### config.mk
export PLATFORM = sky130hd
export DESIGN_NAME = fade_envelope_generator
export DESIGN_NICKNAME = d
export VERILOG_FILES = /design/src/rtl/core/feg_pkg.sv /design/src/rtl/core/fade_envelope_generator.sv /design/src/rtl/core/feg_regs.sv /design/src/rtl/core/feg_dp.sv /design/src/rtl/core/feg_ctrl.sv
export SDC_FILE = /design/constraint.sdc
export NUM_CORES = 1
export LEC_CHECK = 0
export ABC_AREA = 0
export BUFFER_PORTS_ARGS = -buffer_cell sky130_fd_sc_hd__buf_2
export CAP_MARGIN = 10
export CORE_MARGIN = 2
export CORE_UTILIZATION = 30
export CTS_BUF_LIST = sky130_fd_sc_hd__clkbuf_4
export DETAILED_ROUTE_END_ITERATION = 7
export GPL_TIMING_DRIVEN = 0
export PLACE_DENSITY_LB_ADDON = 0.12
export SYNTH_ARGS = -nofsm -noshare
export SYNTH_HDL_FRONTEND = slang
export SYNTH_SLANG_ARGS = --single-unit
### constraint.sdc
create_clock -name clk -period 4.42 [get_ports clk]
set_input_delay 0.221 -clock clk [delete_from_list [all_inputs] [get_ports clk]]
set_output_delay 0.221 -clock clk [all_outputs]
set_load 0.05 [all_outputs]
### src/rtl/core/feg_pkg.sv
// Shared types, constants and codes for the fade envelope generator.
package feg_pkg;

  localparam int ACCUM_WIDTH = 32;
  localparam int FIELD_W     = 16;
  localparam int PHASE_W     = 3;
  localparam int ADDR_W      = 4;
  localparam int DATA_W      = 32;

  localparam logic [FIELD_W-1:0] FULL_LEVEL = 16'h8000;

  // step * 32768 / len with step < len gives a 15-bit quotient
  localparam int QUO_W      = 15;
  localparam int DIV_STEPS  = QUO_W;
  localparam int DIV_CNT_W  = $clog2(DIV_STEPS);

  localparam logic [PHASE_W-1:0] PH_START = 3'd0;
  localparam logic [PHASE_W-1:0] PH_PRIME = 3'd1;
  localparam logic [PHASE_W-1:0] PH_UP    = 3'd2;
  localparam logic [PHASE_W-1:0] PH_HOLD  = 3'd3;
  localparam logic [PHASE_W-1:0] PH_DOWN  = 3'd4;
  localparam logic [PHASE_W-1:0] PH_DONE  = 3'd5;

  localparam logic [1:0] REG_RAMP_UP   = 2'd0;
  localparam logic [1:0] REG_HOLD      = 2'd1;
  localparam logic [1:0] REG_RAMP_DOWN = 2'd2;

  typedef struct packed {
    logic [FIELD_W-1:0] ramp_up_ms;
    logic [FIELD_W-1:0] hold_ms;
    logic [FIELD_W-1:0] ramp_down_ms;
  } cfg_t;

  typedef struct packed {
    logic load;
    logic div_step;
    logic commit;
  } dp_cmd_t;

  typedef struct packed {
    logic need_div;
    logic div_last;
  } dp_status_t;

endpackage

### src/rtl/core/fade_envelope_generator.sv
// Fade envelope generator top level: one pass of prime, ramp up, hold, ramp down, done.
// Each item is registered at accept; on a ramp tick it then passes through the 15-step serial
// divider that forms step * 32768 / ramp length, and the commit state writes the result register.
// One item at a time: the next item is taken only once the previous one has committed, and
// it can be taken while the previous result still waits in the output register.
// Reset (synchronous, rst_n low): phase start, accumulator and level zero, registers zero.
module fade_envelope_generator (
  input  logic                          clk,
  input  logic                          rst_n,
  input  logic                          in_valid,
  output logic                          in_stall,
  input  logic [feg_pkg::FIELD_W-1:0]   in_elapsed_ms,
  output logic                          out_valid,
  input  logic                          out_stall,
  output logic [feg_pkg::FIELD_W-1:0]   out_fade_level,
  output logic [feg_pkg::PHASE_W-1:0]   out_phase,
  output logic                          out_level_driven,
  output logic                          out_finished,
  input  logic                          cfg_psel,
  input  logic                          cfg_penable,
  input  logic                          cfg_pwrite,
  input  logic [feg_pkg::ADDR_W-1:0]    cfg_paddr,
  input  logic [feg_pkg::DATA_W-1:0]    cfg_pwdata,
  output logic [feg_pkg::DATA_W-1:0]    cfg_prdata,
  output logic                          cfg_pready
);
  import feg_pkg::*;

  cfg_t       cfg;
  dp_cmd_t    cmd;
  dp_status_t status;

  feg_regs u_regs (
    .clk         (clk),
    .rst_n       (rst_n),
    .cfg_psel    (cfg_psel),
    .cfg_penable (cfg_penable),
    .cfg_pwrite  (cfg_pwrite),
    .cfg_paddr   (cfg_paddr),
    .cfg_pwdata  (cfg_pwdata),
    .cfg_prdata  (cfg_prdata),
    .cfg_pready  (cfg_pready),
    .cfg         (cfg)
  );

  feg_ctrl u_ctrl (
    .clk       (clk),
    .rst_n     (rst_n),
    .in_valid  (in_valid),
    .in_stall  (in_stall),
    .out_valid (out_valid),
    .out_stall (out_stall),
    .status    (status),
    .cmd       (cmd)
  );

  feg_dp u_dp (
    .clk              (clk),
    .rst_n            (rst_n),
    .cfg              (cfg),
    .cmd              (cmd),
    .status           (status),
    .in_elapsed_ms    (in_elapsed_ms),
    .out_fade_level   (out_fade_level),
    .out_phase        (out_phase),
    .out_level_driven (out_level_driven),
    .out_finished     (out_finished)
  );

endmodule

### src/rtl/core/feg_regs.sv
// Configuration register file behind the APB-style port.
module feg_regs (
  input  logic                        clk,
  input  logic                        rst_n,
  input  logic                        cfg_psel,
  input  logic                        cfg_penable,
  input  logic                        cfg_pwrite,
  input  logic [feg_pkg::ADDR_W-1:0]  cfg_paddr,
  input  logic [feg_pkg::DATA_W-1:0]  cfg_pwdata,
  output logic [feg_pkg::DATA_W-1:0]  cfg_prdata,
  output logic                        cfg_pready,
  output feg_pkg::cfg_t               cfg
);
  import feg_pkg::*;

  cfg_t       cfg_r;
  logic       wr_en;
  logic [1:0] reg_idx;

  assign cfg_pready = 1'b1;
  assign reg_idx    = cfg_paddr[3:2];
  assign wr_en      = cfg_psel && cfg_penable && cfg_pwrite && cfg_pready;

  always_ff @(posedge clk) begin
    if (!rst_n) begin
      cfg_r <= '0;
    end else if (wr_en) begin
      case (reg_idx)
        REG_RAMP_UP:   cfg_r.ramp_up_ms   <= cfg_pwdata[FIELD_W-1:0];
        REG_HOLD:      cfg_r.hold_ms      <= cfg_pwdata[FIELD_W-1:0];
        REG_RAMP_DOWN: cfg_r.ramp_down_ms <= cfg_pwdata[FIELD_W-1:0];
        default: ;
      endcase
    end
  end

  always_comb begin
    case (reg_idx)
      REG_RAMP_UP:   cfg_prdata = DATA_W'(cfg_r.ramp_up_ms);
      REG_HOLD:      cfg_prdata = DATA_W'(cfg_r.hold_ms);
      REG_RAMP_DOWN: cfg_prdata = DATA_W'(cfg_r.ramp_down_ms);
      default:       cfg_prdata = '0;
    endcase
  end

  assign cfg = cfg_r;

endmodule

### src/rtl/core/feg_dp.sv
// Datapath: envelope phase, step accumulator, level, serial ramp divider, result register.
module feg_dp (
  input  logic                          clk,
  input  logic                          rst_n,
  input  feg_pkg::cfg_t                 cfg,
  input  feg_pkg::dp_cmd_t              cmd,
  output feg_pkg::dp_status_t           status,
  input  logic [feg_pkg::FIELD_W-1:0]   in_elapsed_ms,
  output logic [feg_pkg::FIELD_W-1:0]   out_fade_level,
  output logic [feg_pkg::PHASE_W-1:0]   out_phase,
  output logic                          out_level_driven,
  output logic                          out_finished
);
  import feg_pkg::*;

  logic [PHASE_W-1:0]     phase_r, phase_nxt;
  logic [ACCUM_WIDTH-1:0] accum_r, accum_nxt;
  logic [FIELD_W-1:0]     level_r, level_nxt;
  logic [FIELD_W-1:0]     elapsed_r;

  logic [FIELD_W-1:0]     rem_r, den_r;
  logic [QUO_W-1:0]       quo_r;
  logic [DIV_CNT_W-1:0]   cnt_r;
  logic [FIELD_W:0]       rem_shl;
  logic                   rem_ge;

  logic [ACCUM_WIDTH:0]   accum_sum;
  logic [ACCUM_WIDTH-1:0] accum_sat;
  logic                   up_active, hold_active, down_active;
  logic                   driven;

  assign up_active   = (cfg.ramp_up_ms != '0) &&
                       (accum_r < ACCUM_WIDTH'(cfg.ramp_up_ms));
  assign hold_active = accum_r < ACCUM_WIDTH'(cfg.hold_ms);
  assign down_active = (cfg.ramp_down_ms != '0) &&
                       (accum_r < ACCUM_WIDTH'(cfg.ramp_down_ms));

  assign status.need_div = ((phase_r == PH_UP) && up_active) ||
                           ((phase_r == PH_DOWN) && down_active);
  assign status.div_last = (cnt_r == DIV_CNT_W'(DIV_STEPS - 1));

  assign accum_sum = {1'b0, accum_r} + (ACCUM_WIDTH + 1)'(elapsed_r);
  assign accum_sat = accum_sum[ACCUM_WIDTH] ? '1 : accum_sum[ACCUM_WIDTH-1:0];

  // restoring division, one quotient bit per step
  assign rem_shl = {rem_r, 1'b0};
  assign rem_ge  = rem_shl >= {1'b0, den_r};

  always_ff @(posedge clk) begin
    if (cmd.load) begin
      elapsed_r <= in_elapsed_ms;
      // accumulator is below the ramp length whenever the quotient is used
      rem_r     <= accum_r[FIELD_W-1:0];
      den_r     <= (phase_r == PH_UP) ? cfg.ramp_up_ms : cfg.ramp_down_ms;
      quo_r     <= '0;
      cnt_r     <= '0;
    end else if (cmd.div_step) begin
      rem_r <= rem_ge ? FIELD_W'(rem_shl - {1'b0, den_r}) : rem_shl[FIELD_W-1:0];
      quo_r <= {quo_r[QUO_W-2:0], rem_ge};
      cnt_r <= cnt_r + DIV_CNT_W'(1);
    end
  end

  always_comb begin
    phase_nxt = phase_r;
    accum_nxt = accum_r;
    level_nxt = level_r;
    driven    = 1'b0;
    case (phase_r)
      PH_START: begin
        accum_nxt = '0;
        phase_nxt = PH_PRIME;
      end
      PH_PRIME: begin
        if (cfg.ramp_up_ms != '0) begin
          level_nxt = '0;
          driven    = 1'b1;
        end
        accum_nxt = '0;
        phase_nxt = PH_UP;
      end
      PH_UP: begin
        driven = 1'b1;
        if (up_active) begin
          level_nxt = {1'b0, quo_r};
          accum_nxt = accum_sat;
        end else begin
          level_nxt = FULL_LEVEL;
          accum_nxt = '0;
          phase_nxt = PH_HOLD;
        end
      end
      PH_HOLD: begin
        if (hold_active) begin
          accum_nxt = accum_sat;
        end else begin
          accum_nxt = '0;
          phase_nxt = PH_DOWN;
        end
      end
      PH_DOWN: begin
        driven = 1'b1;
        if (down_active) begin
          level_nxt = FULL_LEVEL - {1'b0, quo_r};
          accum_nxt = accum_sat;
        end else begin
          level_nxt = '0;
          accum_nxt = '0;
          phase_nxt = PH_DONE;
        end
      end
      default: ;
    endcase
  end

  always_ff @(posedge clk) begin
    if (!rst_n) begin
      phase_r <= PH_START;
      accum_r <= '0;
      level_r <= '0;
    end else if (cmd.commit) begin
      phase_r <= phase_nxt;
      accum_r <= accum_nxt;
      level_r <= level_nxt;
    end
  end

  always_ff @(posedge clk) begin
    if (cmd.commit) begin
      out_fade_level   <= level_nxt;
      out_phase        <= phase_nxt;
      out_level_driven <= driven;
      out_finished     <= (phase_nxt == PH_DONE);
    end
  end

endmodule

### src/rtl/core/feg_ctrl.sv
// Controller: item handshake, divider sequencing and result register handoff.
module feg_ctrl (
  input  logic                 clk,
  input  logic                 rst_n,
  input  logic                 in_valid,
  output logic                 in_stall,
  output logic                 out_valid,
  input  logic                 out_stall,
  input  feg_pkg::dp_status_t  status,
  output feg_pkg::dp_cmd_t     cmd
);
  import feg_pkg::*;

  typedef enum logic [1:0] {
    S_IDLE,
    S_DIV,
    S_CMT
  } state_t;

  state_t state_r;
  logic   out_valid_r;
  logic   accept;
  logic   slot_free;

  assign in_stall  = (state_r != S_IDLE);
  assign accept    = in_valid && !in_stall;
  assign slot_free = !out_valid_r || !out_stall;

  assign cmd.load     = accept;
  assign cmd.div_step = (state_r == S_DIV);
  assign cmd.commit   = (state_r == S_CMT) && slot_free;

  always_ff @(posedge clk) begin
    if (!rst_n) begin
      state_r     <= S_IDLE;
      out_valid_r <= 1'b0;
    end else begin
      if (cmd.commit) begin
        out_valid_r <= 1'b1;
      end else if (!out_stall) begin
        out_valid_r <= 1'b0;
      end
      case (state_r)
        S_IDLE: begin
          if (accept) begin
            state_r <= status.need_div ? S_DIV : S_CMT;
          end
        end
        S_DIV: begin
          if (status.div_last) begin
            state_r <= S_CMT;
          end
        end
        S_CMT: begin
          // hold until the result register is free
          if (slot_free) begin
            state_r <= S_IDLE;
          end
        end
        default: state_r <= S_IDLE;
      endcase
    end
  end

  assign out_valid = out_valid_r;

endmodule

Word-level counts from Yosys, hierarchy flattened:

Cells that the tools add are included.

* flip-flop bits (word level): 190
* input bits: 59
* output and inout port bits: 56

* add/sub/neg operators: 4
* order comparisons: 4
* equality and inequality tests: 14
* mux-type cells: 27
* reduce and logical (&&, ||, !) cells: 28

Operator list (count)
* $mux 32: 4
* $pmux 32 s4: 1
* $mux 16: 7
* $lt 32x16->1: 3
* $pmux 16 s3: 2
* $add 32x16->33: 1
* $reduce_bool 16->1: 2
* $ge 17x16->1: 1
* $sub 16x15->16 const A: 1
* $sub 16x16->16: 1
* $pmux 3 s5: 1
* $mux 3: 3
* $logic_and 1x1->1: 8
* $mux 2: 4
* $ne 2x1->1 const B: 4
* $reduce_and 2->1: 4
* $eq 3x2->1 const B: 2
* $eq 3x3->1 const B: 2
* $pmux 2 s3: 1
* $add 4x1->4 const B: 1
* $eq 2x1->1 const B: 2
* $eq 2x2->1 const B: 2
* $eq 4x4->1 const B: 1
* $logic_not 2->1: 2
* 10 further kinds: 17

Longest topological paths before layout:

Gate-level depths: netlist (run 1).

* depth in word-level cells: 7
* mapped depth: 11
* mapped depth without buffers: 9

Modules after synthesis:

Synthesis (run 1) repeated with hierarchy kept, for this count alone.

* cells, all modules: 1180
* area, all modules: 10844.2 um2

Modules (own cells, without submodules)
* feg_dp: instances 1, cells an instance 910, area each 8410.6 um2
* feg_regs: instances 1, cells an instance 250, area each 2263.4 um2
* feg_ctrl: instances 1, cells an instance 20, area each 170.2 um2

Worst setup path before layout (run 1):

Ideal clock, no wire load.

* path type: register to register
* from: reg u_regs.cfg_r, in the netlist u_regs.cfg[15]
* to: reg u_dp.out_fade_level[10] in the netlist's numbering (data pin)
* arrival: 2.422 ns
* slack: 1.733 ns
* cell stages (with the launch flop): 10
* path buffers: 1
* path through: dfxtp_1 inv_1 ha_1 nand4_1 or3_1 or4_4 and4b_4 buf_6 a222oi_1 nand2_1

* longest elaborated chain between the ends: 4

Ends and longest elaborated chain
* from (decl): line feg_regs.sv:16 `cfg_t cfg_r;`
* $lt 32x16->1 or $reduce_bool 16->1 (tied branches): line feg_dp.sv:36, feg_dp.sv:35
* $logic_and 1x1->1 *: line feg_dp.sv:35 `assign down_active = (cfg.ramp_down_ms != '0) &&`
* $mux 16 *: line feg_dp.sv:103 `if (down_active) begin`
* $pmux 16 s3 *: line feg_dp.sv:69 `case (phase_r)`
* net u_dp.level_nxt[10]: line feg_dp.sv:18 `logic [FIELD_W-1:0] level_r, level_nxt;`
* to (signal assigned): line feg_dp.sv:130 `out_fade_level <= level_nxt;`
* to (decl): line feg_dp.sv:9 `output logic [feg_pkg::FIELD_W-1:0] out_fade_level,`

Mark *: on every way through the listed nets, which the timed path passes. The rest lies on a longest branch.
A chain may end at the register's enable or synchronous reset.

Final worst setup path (run 1):

* from: reg u_dp.den_r[1]
* to: reg u_dp.rem_r[8] (data pin)

* longest elaborated chain between the ends: 4

Ends and longest elaborated chain
* from (decl): line feg_dp.sv:21 `logic [FIELD_W-1:0] rem_r, den_r;`
* from (signal assigned): line feg_dp.sv:54 `den_r <= (phase_r == PH_UP) ? cfg.ramp_up_ms : cfg.ramp_down_ms;`
* $sub 16x16->16 or $ge 17x16->1 (tied branches): line feg_dp.sv:58, feg_dp.sv:47
* $mux 16 *: line feg_dp.sv:58 `rem_r <= rem_ge ? FIELD_W'(rem_shl - {1'b0, den_r}) : rem_shl[FIELD_W-1:0];`
* $mux 16 *: line feg_dp.sv:57 `end else if (cmd.div_step) begin`
* $mux 16 *: line feg_dp.sv:50 `if (cmd.load) begin`
* to (signal assigned): line feg_dp.sv:53 `rem_r <= accum_r[FIELD_W-1:0];`
* to (signal assigned): line feg_dp.sv:58
* to (decl): line feg_dp.sv:21

Mark *: on every way between the ends. The rest lies on a longest branch, timed or not. The select of a mux whose other input is x is not followed.

==> results, run 1 <==
- For this run, the slowest stage of the critical path takes 0.63 ns.
- The biggest area contributor in the post-synthesis netlist is dfxtp_1.
- The startpoint of the tightest hold check path is cfg_paddr[3].
- The post-synth design cell area is 0.0110 sq mm.
- The timing-limited maximum frequency is 0.302 GHz.
- The number of antenna violations at the first check in global routing is 1.
- The clock drives 190 sinks.
- Yosys attributes the largest share of cell area to dfxtp_1 (22%), edfxtp_1 (19%), ha_1 (9.1%).
- The worst path setup slack after routing is 1.11 ns.
- The relative area change from synthesis to final layout is 15.1%.
- The worst setup path is of the reg2reg kind.
- The most common cell after layout, fill and taps aside is nand2_1.
- The leakage power figure is 5.07 nW.
- The number of global-route vias before repair was 9110.
- After detailed routing, the total wire length is 31.5 mm.
- The net switching power figure is 1.12 mW.
- The overall via count from detail_route is 9193.
- The number of max-cap violations is 0.
- The worst max-slew margin expressed relative to the limit is 42.1%.
- The number of instances in the synthesized netlist is 1266.
- Traced cell by cell, the critical path runs through inv_1 -> ha_1 -> nor2b_1 -> o31a_1 -> o31ai_1 -> a21oi_1 -> nor3b_2 -> buf_4 -> mux2i_1 -> a21oi_1.
- During placement, the flow inserted port buffers numbering 79.
- Setup repair after global routing left no endpoint under its margin.
- The count of nets left with antenna violations once routing finished came out at 0.
- After floorplanning, the core was divided into 69 placement rows.
- The first global-routing pass estimated 50.3 mm of wire.
- In this run the worst hold path is classified as in2reg.
- Leaving out fill and tap cells, the most frequent cells in the layout are nand2_1 (231), dfxtp_1 (121), o21ai_0 (95).
- The clock group share of total power is 26.1%.
- The quantity of gates resized following cts is 0.
- The cell-internal power is 2.37 mW.
- The power after layout is 3.49 mW.
- Counting the fill cells in the layout gives 3764.
- The TritonCTS clock tree is yes.
- The cell type of the slowest stage on the worst timing path is o31ai_1.
- The power density over the cells is 277 mW/mm^2.
- Net switching is 32.1% of the power.
- The smallest clock period supported by the final layout is computed as 3.31 ns.
- Sequential cells account for 54.8% of the total power.
- The final cell utilization of the core is 35.3%.
- The post-placement worst setup slack is 1.07 ns.
- Entering global routing, the biggest net connects 31 pins.
- The share of post-route cells with drive strength above 1 is 11.0%.
- The area used by multi-input combinational logic is 0.00585 sq mm.
- The post-synthesis average cell area is 8.65 sq um.
- The number of flops mapped to enable cells by yosys is 69.
- In the final timing run, aggregate negative setup slack is 0 ns.
- The total die area is 0.0381 sq mm.
- The post-synthesis register bit count is 190.
- The total clock buffers created by CTS is 17.
- Data on the critical path is required at its endpoint by 4.79 ns.
- The max-slew violation count is 0.
- The worst-case IR drop observed on VDD is 0.000170 V.
- The die is 195 microns tall.
- In the synthesized netlist the async set-or-reset flop fraction comes to 0%.
- STA classifies the critical path endpoint as a flop.
- From left edge to right edge, the die measures 195 microns.
- The number of design rule violations left after detail routing is 0.
- The weighted congestion at the end of routability-driven global placement is 0.810.
- The via density per instance is 4.86.
- The total global routing track utilization is 16.9%.
- The data arrival time at the worst-slack endpoint is 3.67 ns.
- Combinational logic is responsible for 19.1% of the overall power.
- The first TritonRoute pass finished after 4 iterations.
- The initial DRC count is 529.
- In this run the worst path has a maximum fanout of 10.
- The total number of nets in the final design is 1556.
- The clock slew seen by the registers of the worst setup and hold paths is 0.17 ns.
- The cell family contributing the most delay on the critical path is compound AO/OA/AOI/OAI gates.
- In the finished design, the share of the clock period the worst path needs comes to 74.8%.
- The Yosys step of the flow raised 0 warnings.
- The number of I/O pins is 115.
- The total area inside the core boundary comes to 0.0357 sq mm.
- The worst-case clock skew is 0.0404 ns.
- At the pin with the least slew margin, the transition time is 0.867 ns.
- The flow ran to the end, and the final reports show no timing, DRC or antenna violations.
- The launching element of the worst setup path is u_dp.den_r[1].
- The leading register cell type out of synthesis is dfxtp_1.
- The H-tree level count is 4.
- The clock root buffer master is clkbuf_4.
- The insertion delay of the later-clocked pin in the worst-skew pair is 0.64 ns.
- Summed over all nets, the half-perimeter wirelength after detailed placement is 24.9 mm.
- The count of different cell masters after synthesis is 77.
- Registers take 0.00449 sq mm.
- For this run, the register share of the synthesized area comes to 41.0%.
- After global routing the overflow that remains totals 0.
- Counting both buffers and inverters, the worst setup path holds a total of 2.
- The launching point of the worst reg2reg path is u_dp.den_r[1].
- Once the floorplan was initialized, standard cells occupied 30.7% of the core.
- The count of final hold-check violations was 0.
- Setup violations remaining at the end of the flow were counted as 0.
- The number of post-CTS setup repair buffers is 0.
- The maximum number of buffers from clock root to sink is 2.
- The worst setup path is launched from a flop.
- The cell type with the highest occurrence count on the critical path is a21oi_1.
- The final routed wire length divided by cell count is 16.7 microns.
- The share of Yosys cell area claimed by the top area cell type is 22.1%.
-- power by group through the flow --
stage	combinational, mW	sequential (mW)	clock (mW)
5_1_grt	0.737	1.92	1.02
3_3_place_gp	0.633	1.95	0
4_1_cts	0.668	1.91	0.969
6_report	0.666	1.91	0.910
3_5_place_dp	0.641	1.95	0
2_1_floorplan	0.434	1.98	0
-- stage by stage --
| stage | std cells | cell area, sq um | hold WS (ns) |
|---|---|---|---|
| global placement | 1821 | 12000 | 0.398 |
| floorplan | 1281 | 11000 | 0.320 |
| finish | 1890 | 12600 | 0.176 |
| detailed placement | 1822 | 12000 | 0.399 |
| CTS | 1889 | 12600 | 0.105 |
| global route | 1890 | 12600 | 0.176 |
-- final timing paths --
check                           cells after the start               end  slack [ns]
worst max-delay path                               10     u_dp.rem_r[8]        1.11
worst min-delay path                                5    u_regs.cfg[18]        0.18
worst max register to register                     10     u_dp.rem_r[8]        1.11
worst min register to register                      2  u_dp.level_r[13]        0.46
-- sequential cells by signal, indices dropped and copies added (netlist names) --
name	flops
u_dp.den_r	16
u_dp.elapsed_r	16
u_dp.cnt_r	4
u_regs.cfg	48
u_dp.accum_r	32
u_dp.phase_r	3
u_dp.out_fade_level	16
u_dp.out_level_driven	1
u_dp.out_finished	1
u_dp.out_phase	3
u_ctrl.out_valid	1
u_dp.level_r	16
u_dp.quo_r	15
u_ctrl.state_r	2
u_dp.rem_r	16
-- per-layer routing --
metal / wire [microns] / vias to the layer above / GRT usage, %
met2: 15000 / 147 / 28.7
met3: 857 / 27 / 2.75
met1: 15200 / 4269 / 22.4
li1: - / 4750 / -
met4: 467 / 0 / 4.13
met5: 0 / - / 0
-- cells in the mapped netlist (4+ instances only) --
master and count:
and2_1 6, o21a_1 11, buf_4 19, or3_1 4, nor3b_1 4, a21boi_0 51
o31ai_1 8, buf_2 5, o21ai_1 14, clkbuf_1 48, o211ai_1 4, nor4_1 14
nor2b_1 10, and4_1 4, a221oi_1 6, and3_1 20, a211o_1 4, a21o_1 14
or2_2 5, nor2_1 80, edfxtp_1 69, nand4_1 17, a2111oi_0 6, inv_1 78
mux2i_1 26, a31oi_1 7, a211oi_1 11, nand3_1 15, ha_1 80, a222oi_1 4
dfxtp_1 121, a22o_1 4, xnor2_1 16, nand2_1 231, xor2_1 14, o21bai_1 4
nand2b_1 11, nor3_1 20, o21ai_0 95, a21oi_1 54
-- cells by family after synthesis --
logic type	synth area share [%]
simple gates	19.1
compound gates	19.4
flops	41.0
buf+inv	6.06
fa+ha+maj	9.50
xor+xnor	2.40
mux	2.48
other cells	0.0685
-- worst min-delay path: stages --
cell,delay (ns)
buf_2,0.10
nor2_1,0.05
nand2_1,0.20
nand2_1,0.07
a21boi_0,0.14
-- final cells by class --
class | count | area share, %
Timing Repair Buffer | 115 | 6.13
Tap cell | 461 | 4.57
Clock inverter | 14 | 0.883
Multi-Input combinational cell | 937 | 46.4
Sequential cell | 190 | 35.6
Antenna cell | 1 | 0.0198
Clock buffer | 18 | 1.07
Buffer | 76 | 2.97
Inverter | 78 | 2.32
-- timing repair --
item	4_1_cts	5_1_grt
hold buffers	35	0
setup endpoints to repair	0	0
endpoints found under the hold margin	69	0
Note: power is estimated with default switching activity, not from simulation.
==> inputs of run 2 (changes only) <==
==> constraint.sdc (replaced) <==
create_clock -name clk -period 3 [get_ports clk]
set_input_delay 0.15 -clock clk [delete_from_list [all_inputs] [get_ports clk]]
set_output_delay 0.15 -clock clk [all_outputs]
set_load 0.05 [all_outputs]
==> run 2 against run 1 <==
Hold slack worse by 0.078 ns. Design area is 2.8% higher. Die area unchanged. Via count is 1.5% higher. Sequential share of layout area fell by 0.64 points. Highest routed layer unchanged. Global-route usage grew 0.052 points. Routed wire length up 1.6%.
==> results, run 2 (synthesis gave the netlist of run 1 again) <==
- CTS built an H-tree with a depth of 4.
- The worst max-slew margin expressed relative to the limit is 40.6%.
- The internal power of the cells totals 3.51 mW.
- The maximum number of pins on one net before global-route repair is 31.
- Relative to the synthesized area, the layout overhead comes to 18.3%.
- The clock root buffer master is clkbuf_4.
- In the layout the commonest cells are nand2_1 (231), dfxtp_1 (104), o21ai_0 (93).
- For the worst-skew pair, the clock arrives at the later sink with an insertion delay of 0.65 ns.
- Combinational cells account for 19.7% of the total power.
- The total die area is 0.0381 sq mm.
- The die is 195 microns wide.
- The flip-flop count of the largest register, all copies and words added is 48.
- The met2 global-route usage is 28.9%.
- The initial DRC count is 519.
- In this run the power density over the cells is 399 mW/mm^2.
- The number of port buffers is 79.
- Setup violations remaining at the end of the flow were counted as 0.
- Timing would allow up to 0.341 GHz.
- The initial core utilization is 30.7%.
- The detailed router placed 9332 vias in this run.
- In this run the count of I/O pins placed on the die edge is 115.
- The post-placement worst setup slack is -0.346 ns.
- Registers are responsible for 54.3% of the overall power.
- In the global route stage, met3 resource usage came out at 2.75%.
- The share of post-route cells with drive strength above 1 is 14.8%.
- In this run the standard cell core region covers 0.0357 sq mm.
- After global routing the overflow that remains totals 0.
- Between clock sinks in the finished design, the worst skew comes to 0.0381 ns.
- The most congested layer reported by global routing is met2.
- The analysis attributes to net switching a power of 1.67 mW.
- The worst hold path belongs to the class in2reg.
- The minimum clock period after layout is 2.94 ns.
- The final routed wire length divided by cell count is 16.8 microns.
- After filler insertion, the fill cell instance count of the layout stands at 3750.
- In this run the remaining antenna-violating nets after routing total 0.
- The setup path with the least slack is of type reg2reg.
- The weighted congestion at the end of routability-driven global placement is 0.810.
- The clock slew seen by the registers of the worst setup and hold paths is 0.19 ns.
- The critical path launch point type is a flop.
- Global routing used 17.0% of the available tracks across all layers.
- Summed over all failing endpoints, the final setup total negative slack is 0 ns.
- Leaving out fill and tap cells, the most frequent cell in the layout is nand2_1.
- In this run, the clock network consumes 26.0% of the power.
- The first detailed-routing pass ran for 5 iterations.
- Wires add up to 32.0 mm.
- The floorplan has 69 rows.
- At the pin with the least slew margin, the transition time is 0.889 ns.
- Setup repair after global routing could not meet its margin everywhere.
- The worst path setup slack after routing is 0.0633 ns.
- CTS saw 190 sinks.
- The largest driver fanout on the critical path is 5.
- The portion of the clock cycle consumed by the worst path in the final layout is 97.9%.
- The data arrival time at the worst-slack endpoint is 3.35 ns.
- The flow ran to the end, and the final reports show no timing, DRC or antenna violations.
- In this run the static leakage power is 5.21 nW.
- The critical path data required time is 3.42 ns.
- The number of antenna violations at the first check in global routing came to 1.
- The via density per instance is 4.88.
- The max-slew violation count was 0.
- The first global-routing pass estimated 50.5 mm of wire.
- The count of final hold-check violations is 0.
- In this run the vertical extent of the chip is 195 microns.
- The number of clock buffers added by TritonCTS is 17.
- The number of global-route vias before repair is 9145.
- Detailed placement ended at an HPWL of 24.9 mm.
- The net count of the finished layout is 1577.
- The met1 track demand over resource in global routing is 22.5%.
- The number of max-cap violations is 0.
- The number of design rule violations left after detail routing is 0.
- The category of the worst setup path capture point is a flop.
- The peak ir drop on the vdd network is 0.000252 V.
- The maximum number of buffers from clock root to sink is 2.
- The TritonCTS clock tree is yes.
- The switching share of power is 32.3%.
## run 2: cell types whose count changed in the layout (fill, tap and decap cells not counted), sizes merged
cell  delta
buf     +21
## run 2: final cells by class
type                       count  area, sq um  share of cell area [%]
sequential                   190         4540                    35.0
clock inverter                14          111                   0.859
clock buffer                  18          135                    1.04
tap                          461          577                    4.45
inverter                      78          293                    2.26
timing repair buffer         137          956                    7.37
antenna                        1         2.50                  0.0193
multi-input combinational    937         5970                    46.1
buffer                        75          380                    2.93
## run 2: path summary, 6_finish.rpt
check                                       from                     end  slack, ns  cells after the start
worst max register to register  u_dp.accum_r[12]  u_dp.out_fade_level[2]       0.06                     10
worst min-delay path                cfg_paddr[2]          u_regs.cfg[18]        0.1                      5
worst min register to register  u_dp.level_r[13]        u_dp.level_r[13]       0.46                      2
worst max-delay path            u_dp.accum_r[12]  u_dp.out_fade_level[2]       0.06                     10
## run 2: what timing repair did
action	4_1_cts	5_1_grt
gates cloned	0	2
resized for setup	22	35
pin swaps	5	8
hold buffers	35	0
endpoints found under the hold margin	70	0
setup buffers	4	16
setup endpoints to repair	58	30
## run 2: power groups by stage
stage               combinational, mW  clock, mW  sequential, mW
finish                           1.02       1.35            2.81
floorplan                       0.640          0            2.91
global route                     1.12       1.50            2.82
detailed placement              0.944          0            2.88
global placement                0.932          0            2.87
CTS                             0.998       1.43            2.82
## run 2: metal layers
metal  up-vias  share of wire (%)
li1       4790                  -
met1      4384                 49
met2       130                 48
met3        28                2.4
met4         0                1.3
met5         -                  0
## run 2: stage by stage
stage / hold WS [ns] / util (%) / total power, mW / area (sq um) / instances
after global routing: 0.105 / 36.3 / 5.44 / 13000 / 1911
after CTS: 0.0340 / 35.5 / 5.24 / 12700 / 1892
after detailed placement: 0.328 / 33.6 / 3.82 / 12000 / 1822
after global placement: 0.327 / 33.5 / 3.81 / 12000 / 1821
after floorplan: 0.249 / - / 3.55 / 11000 / 1281
final: 0.0983 / 36.3 / 5.18 / 13000 / 1911
## run 2: worst max-delay path, stage by stage, from the launching register on
cell and delay, ns:
dfxtp_4 0.42, ha_4 0.26, nand4_1 0.14, or3_4 0.37
or4_4 0.56, and4b_4 0.26, buf_8 0.14, buf_4 0.12
a211o_1 0.27, nand2_1 0.09, nand2_1 0.06
==> inputs of run 3 (changes only) <==
--- a/config.mk
+++ b/config.mk
@@ -8,6 +8,7 @@
 export ABC_AREA = 0
 export BUFFER_PORTS_ARGS = -buffer_cell sky130_fd_sc_hd__buf_2
 export CAP_MARGIN = 10
+export CORE_ASPECT_RATIO = 1.1
 export CORE_MARGIN = 2
 export CORE_UTILIZATION = 30
 export CTS_BUF_LIST = sky130_fd_sc_hd__clkbuf_4
==> run 3 against run 2 <==
Routed wire length fell by 0.96%. Die area barely moved. Fmax rose by 1.2%. Critical endpoint is now u_dp.out_fade_level[10]. Non-clock buffer count fell by 8. Critical path depth fell by 2. Count of clock-buffer cells in the layout fell by 1. Highest routed layer unchanged. First-iteration DRC count rose by 2.7%. Sequential share of layout area fell by 0.081 points. Design area barely moved. Register-to-register slack improved by 0.03 ns. Hold slack improved by 0.012 ns. Clock skew fell by 0.0017 ns.
==> results, run 3 (synthesis gave the netlist of run 1 again) <==
- The count of final hold-check violations was 0.
- The routed wire length is 31.7 mm.
- Of the total power, combinational logic draws 18.9%.
- The maximum number of pins on one net before global-route repair is 34.
- The area growth from synthesis to layout is 18.3%.
- The H-tree level count is 4.
- In this run the deepest clock path goes through 2 buffers.
- Along the worst path, the maximum fanout reaches 6.
- For this run, the top clock speed supported by timing is 0.345 GHz.
- The worst path in the final design needs a cycle of 2.90 ns, including I/O delays and setup.
- The critical path in this run is classified as reg2reg.
- The global-route wire length before repair is 50.8 mm.
- For this design the ratio of total power to cell area is 411 mW/mm^2.
- Hold timing on the final database bottoms out at a slack of 0.110 ns.
- The portion of the clock cycle consumed by the worst path in the final layout is 96.7%.
- At the end of the flow, the number of nets in the layout was 1570.
- For the worst setup path, the data arrival time is 3.29 ns.
- The flip-flop count of the largest register, all copies and words added is 48.
- At the pin with the least slew margin, the transition time is 0.842 ns.
- The top cell types in the final layout, fill and taps aside, are nand2_1 (231), dfxtp_1 (108), o21ai_0 (92).
- The antenna violation net count after detailed routing is 0.
- The number of antenna violations at the first check in global routing is 1.
- The critical path launch point type is a flop.
- The worst max-slew margin expressed relative to the limit is 43.7%.
- The clock root buffer master is clkbuf_4.
- The total clock buffers created by CTS is 17.
- The placed wire-length estimate is 24.8 mm.
- The number of cell rows is 73.
- The worst path meets setup with 0.0979 ns of slack.
- The post-placement worst setup slack is -0.385 ns.
- The sequential share of power is 52.7%.
- The final count of negative-setup-slack endpoints is 0.
- The leftover overflow at the end of global routing is 0.
- The number of global-route vias before repair is 9330.
- The net switching power figure is 1.72 mW.
- On the final layout, the worst clock skew is 0.0364 ns.
- The share of post-route cells with drive strength above 1 is 14.3%.
- TritonCTS built the clock tree.
- The placeable core region is 0.0361 sq mm.
- Of the total power, the share spent switching nets is 32.3%.
- In this run, the number of DRC markers left after iteration 0 of detailed routing was 533.
- The clock group share of total power is 28.4%.
- The max-slew violation count is 0.
- The initial core utilization is 30.4%.
- The number of port buffers is 79.
- The number of design rule violations left after detail routing is 0.
- The die covers 0.0381 sq mm.
- Leaving out fill and tap cells, the most frequent cell in the layout is nand2_1.
- In the routed layout, each cell is associated on average with a via count of 4.79.
- The weighted congestion at the end of routability-driven global placement is 0.874.
- The clock slew seen by the registers of the worst setup and hold paths is 0.16 ns.
- For this design the top-level I/O count stands at 115.
- The run finished with clean final reports.
- The final routed wire length divided by cell count is 16.4 microns.
- The cell-internal power is 3.61 mW.
- For the worst setup path, the data required time is 3.39 ns.
- For this design, the sink count on the clock tree is 190.
- The peak ir drop on the vdd network is 0.000251 V.
- The count of TritonRoute iterations in the first routing pass is 6.
- The worst hold path belongs to the class in2reg.
- Across all layers, the routed design uses 9250 vias.
- Setup repair after global routing could not meet its margin everywhere.
- Global routing used 17.4% of the available tracks.
- The horizontal die dimension is 186 microns.
- The category of the worst setup path capture point is a flop.
- The vertical die dimension is 204 microns.
- The leakage power figure is 5.20 nW.
- The insertion delay of the later-clocked pin in the worst-skew pair is 0.65 ns.
- The number of max-cap violations is 0.
-- run 3: worst paths after layout --
path | from | end | slack, ns | cells after the start
setup / recovery | u_regs.cfg[15] | u_dp.out_fade_level[10] | 0.1 | 8
hold / removal | cfg_penable | u_regs.cfg[15] | 0.11 | 4
setup reg to reg | u_regs.cfg[15] | u_dp.out_fade_level[10] | 0.1 | 8
hold reg to reg | u_dp.level_r[4] | u_dp.level_r[4] | 0.47 | 2
-- run 3: final cells by class --
type	instances	area [sq um]
Inverter	78	295
Sequential cell	190	4530
Antenna cell	1	2.50
Clock buffer	17	128
Buffer	74	365
Fill cell	3796	23100
Multi-Input combinational cell	938	5980
Timing Repair Buffer	130	878
Clock inverter	15	179
Tap cell	487	609
-- run 3: power groups by stage --
stage	Clock [mW]	Combinational (mW)	Sequential, mW
after floorplan	0	0.640	2.91
after global routing	1.70	1.12	2.82
after global placement	0	0.938	2.87
final	1.51	1.01	2.81
after detailed placement	0	0.944	2.87
after CTS	1.60	1.00	2.82
-- run 3: timing repair --
action	4_1_cts	5_1_grt
pin swaps	8	9
hold buffers	35	0
hold endpoints to repair	70	0
cloned	0	1
endpoints found under the setup margin	67	50
gates resized for setup	23	26
buffers inserted	7	8
-- run 3: per-layer routing --
layer,up-vias,part of all wire [%],global-route usage (%)
met4,0,2.6,5.99
met3,38,3.0,2.62
li1,4787,-,-
met1,4272,46,22.1
met5,-,0,0
met2,153,48,29.9
-- run 3: metrics by stage --
stage          util [%]  instance area [sq um]  power [mW]  instances  setup TNS [ns]
2_1_floorplan         -                  11000        3.55       1281               0
3_3_place_gp       33.3                  12000        3.81       1847          -21.24
3_5_place_dp       33.4                  12000        3.82       1848          -12.11
4_1_cts            35.5                  12800        5.41       1921               0
5_1_grt            35.9                  13000        5.64       1930         -0.0279
6_report           35.9                  13000        5.33       1930               0
-- run 3: worst max-delay path, stage by stage (launching register included) --
cell	delay [ns]
dfxtp_4	0.40
inv_4	0.05
ha_4	0.25
nand4_1	0.16
or3_4	0.44
or4_4	0.62
and4b_4	0.28
a222oi_1	0.36
nand2_1	0.10
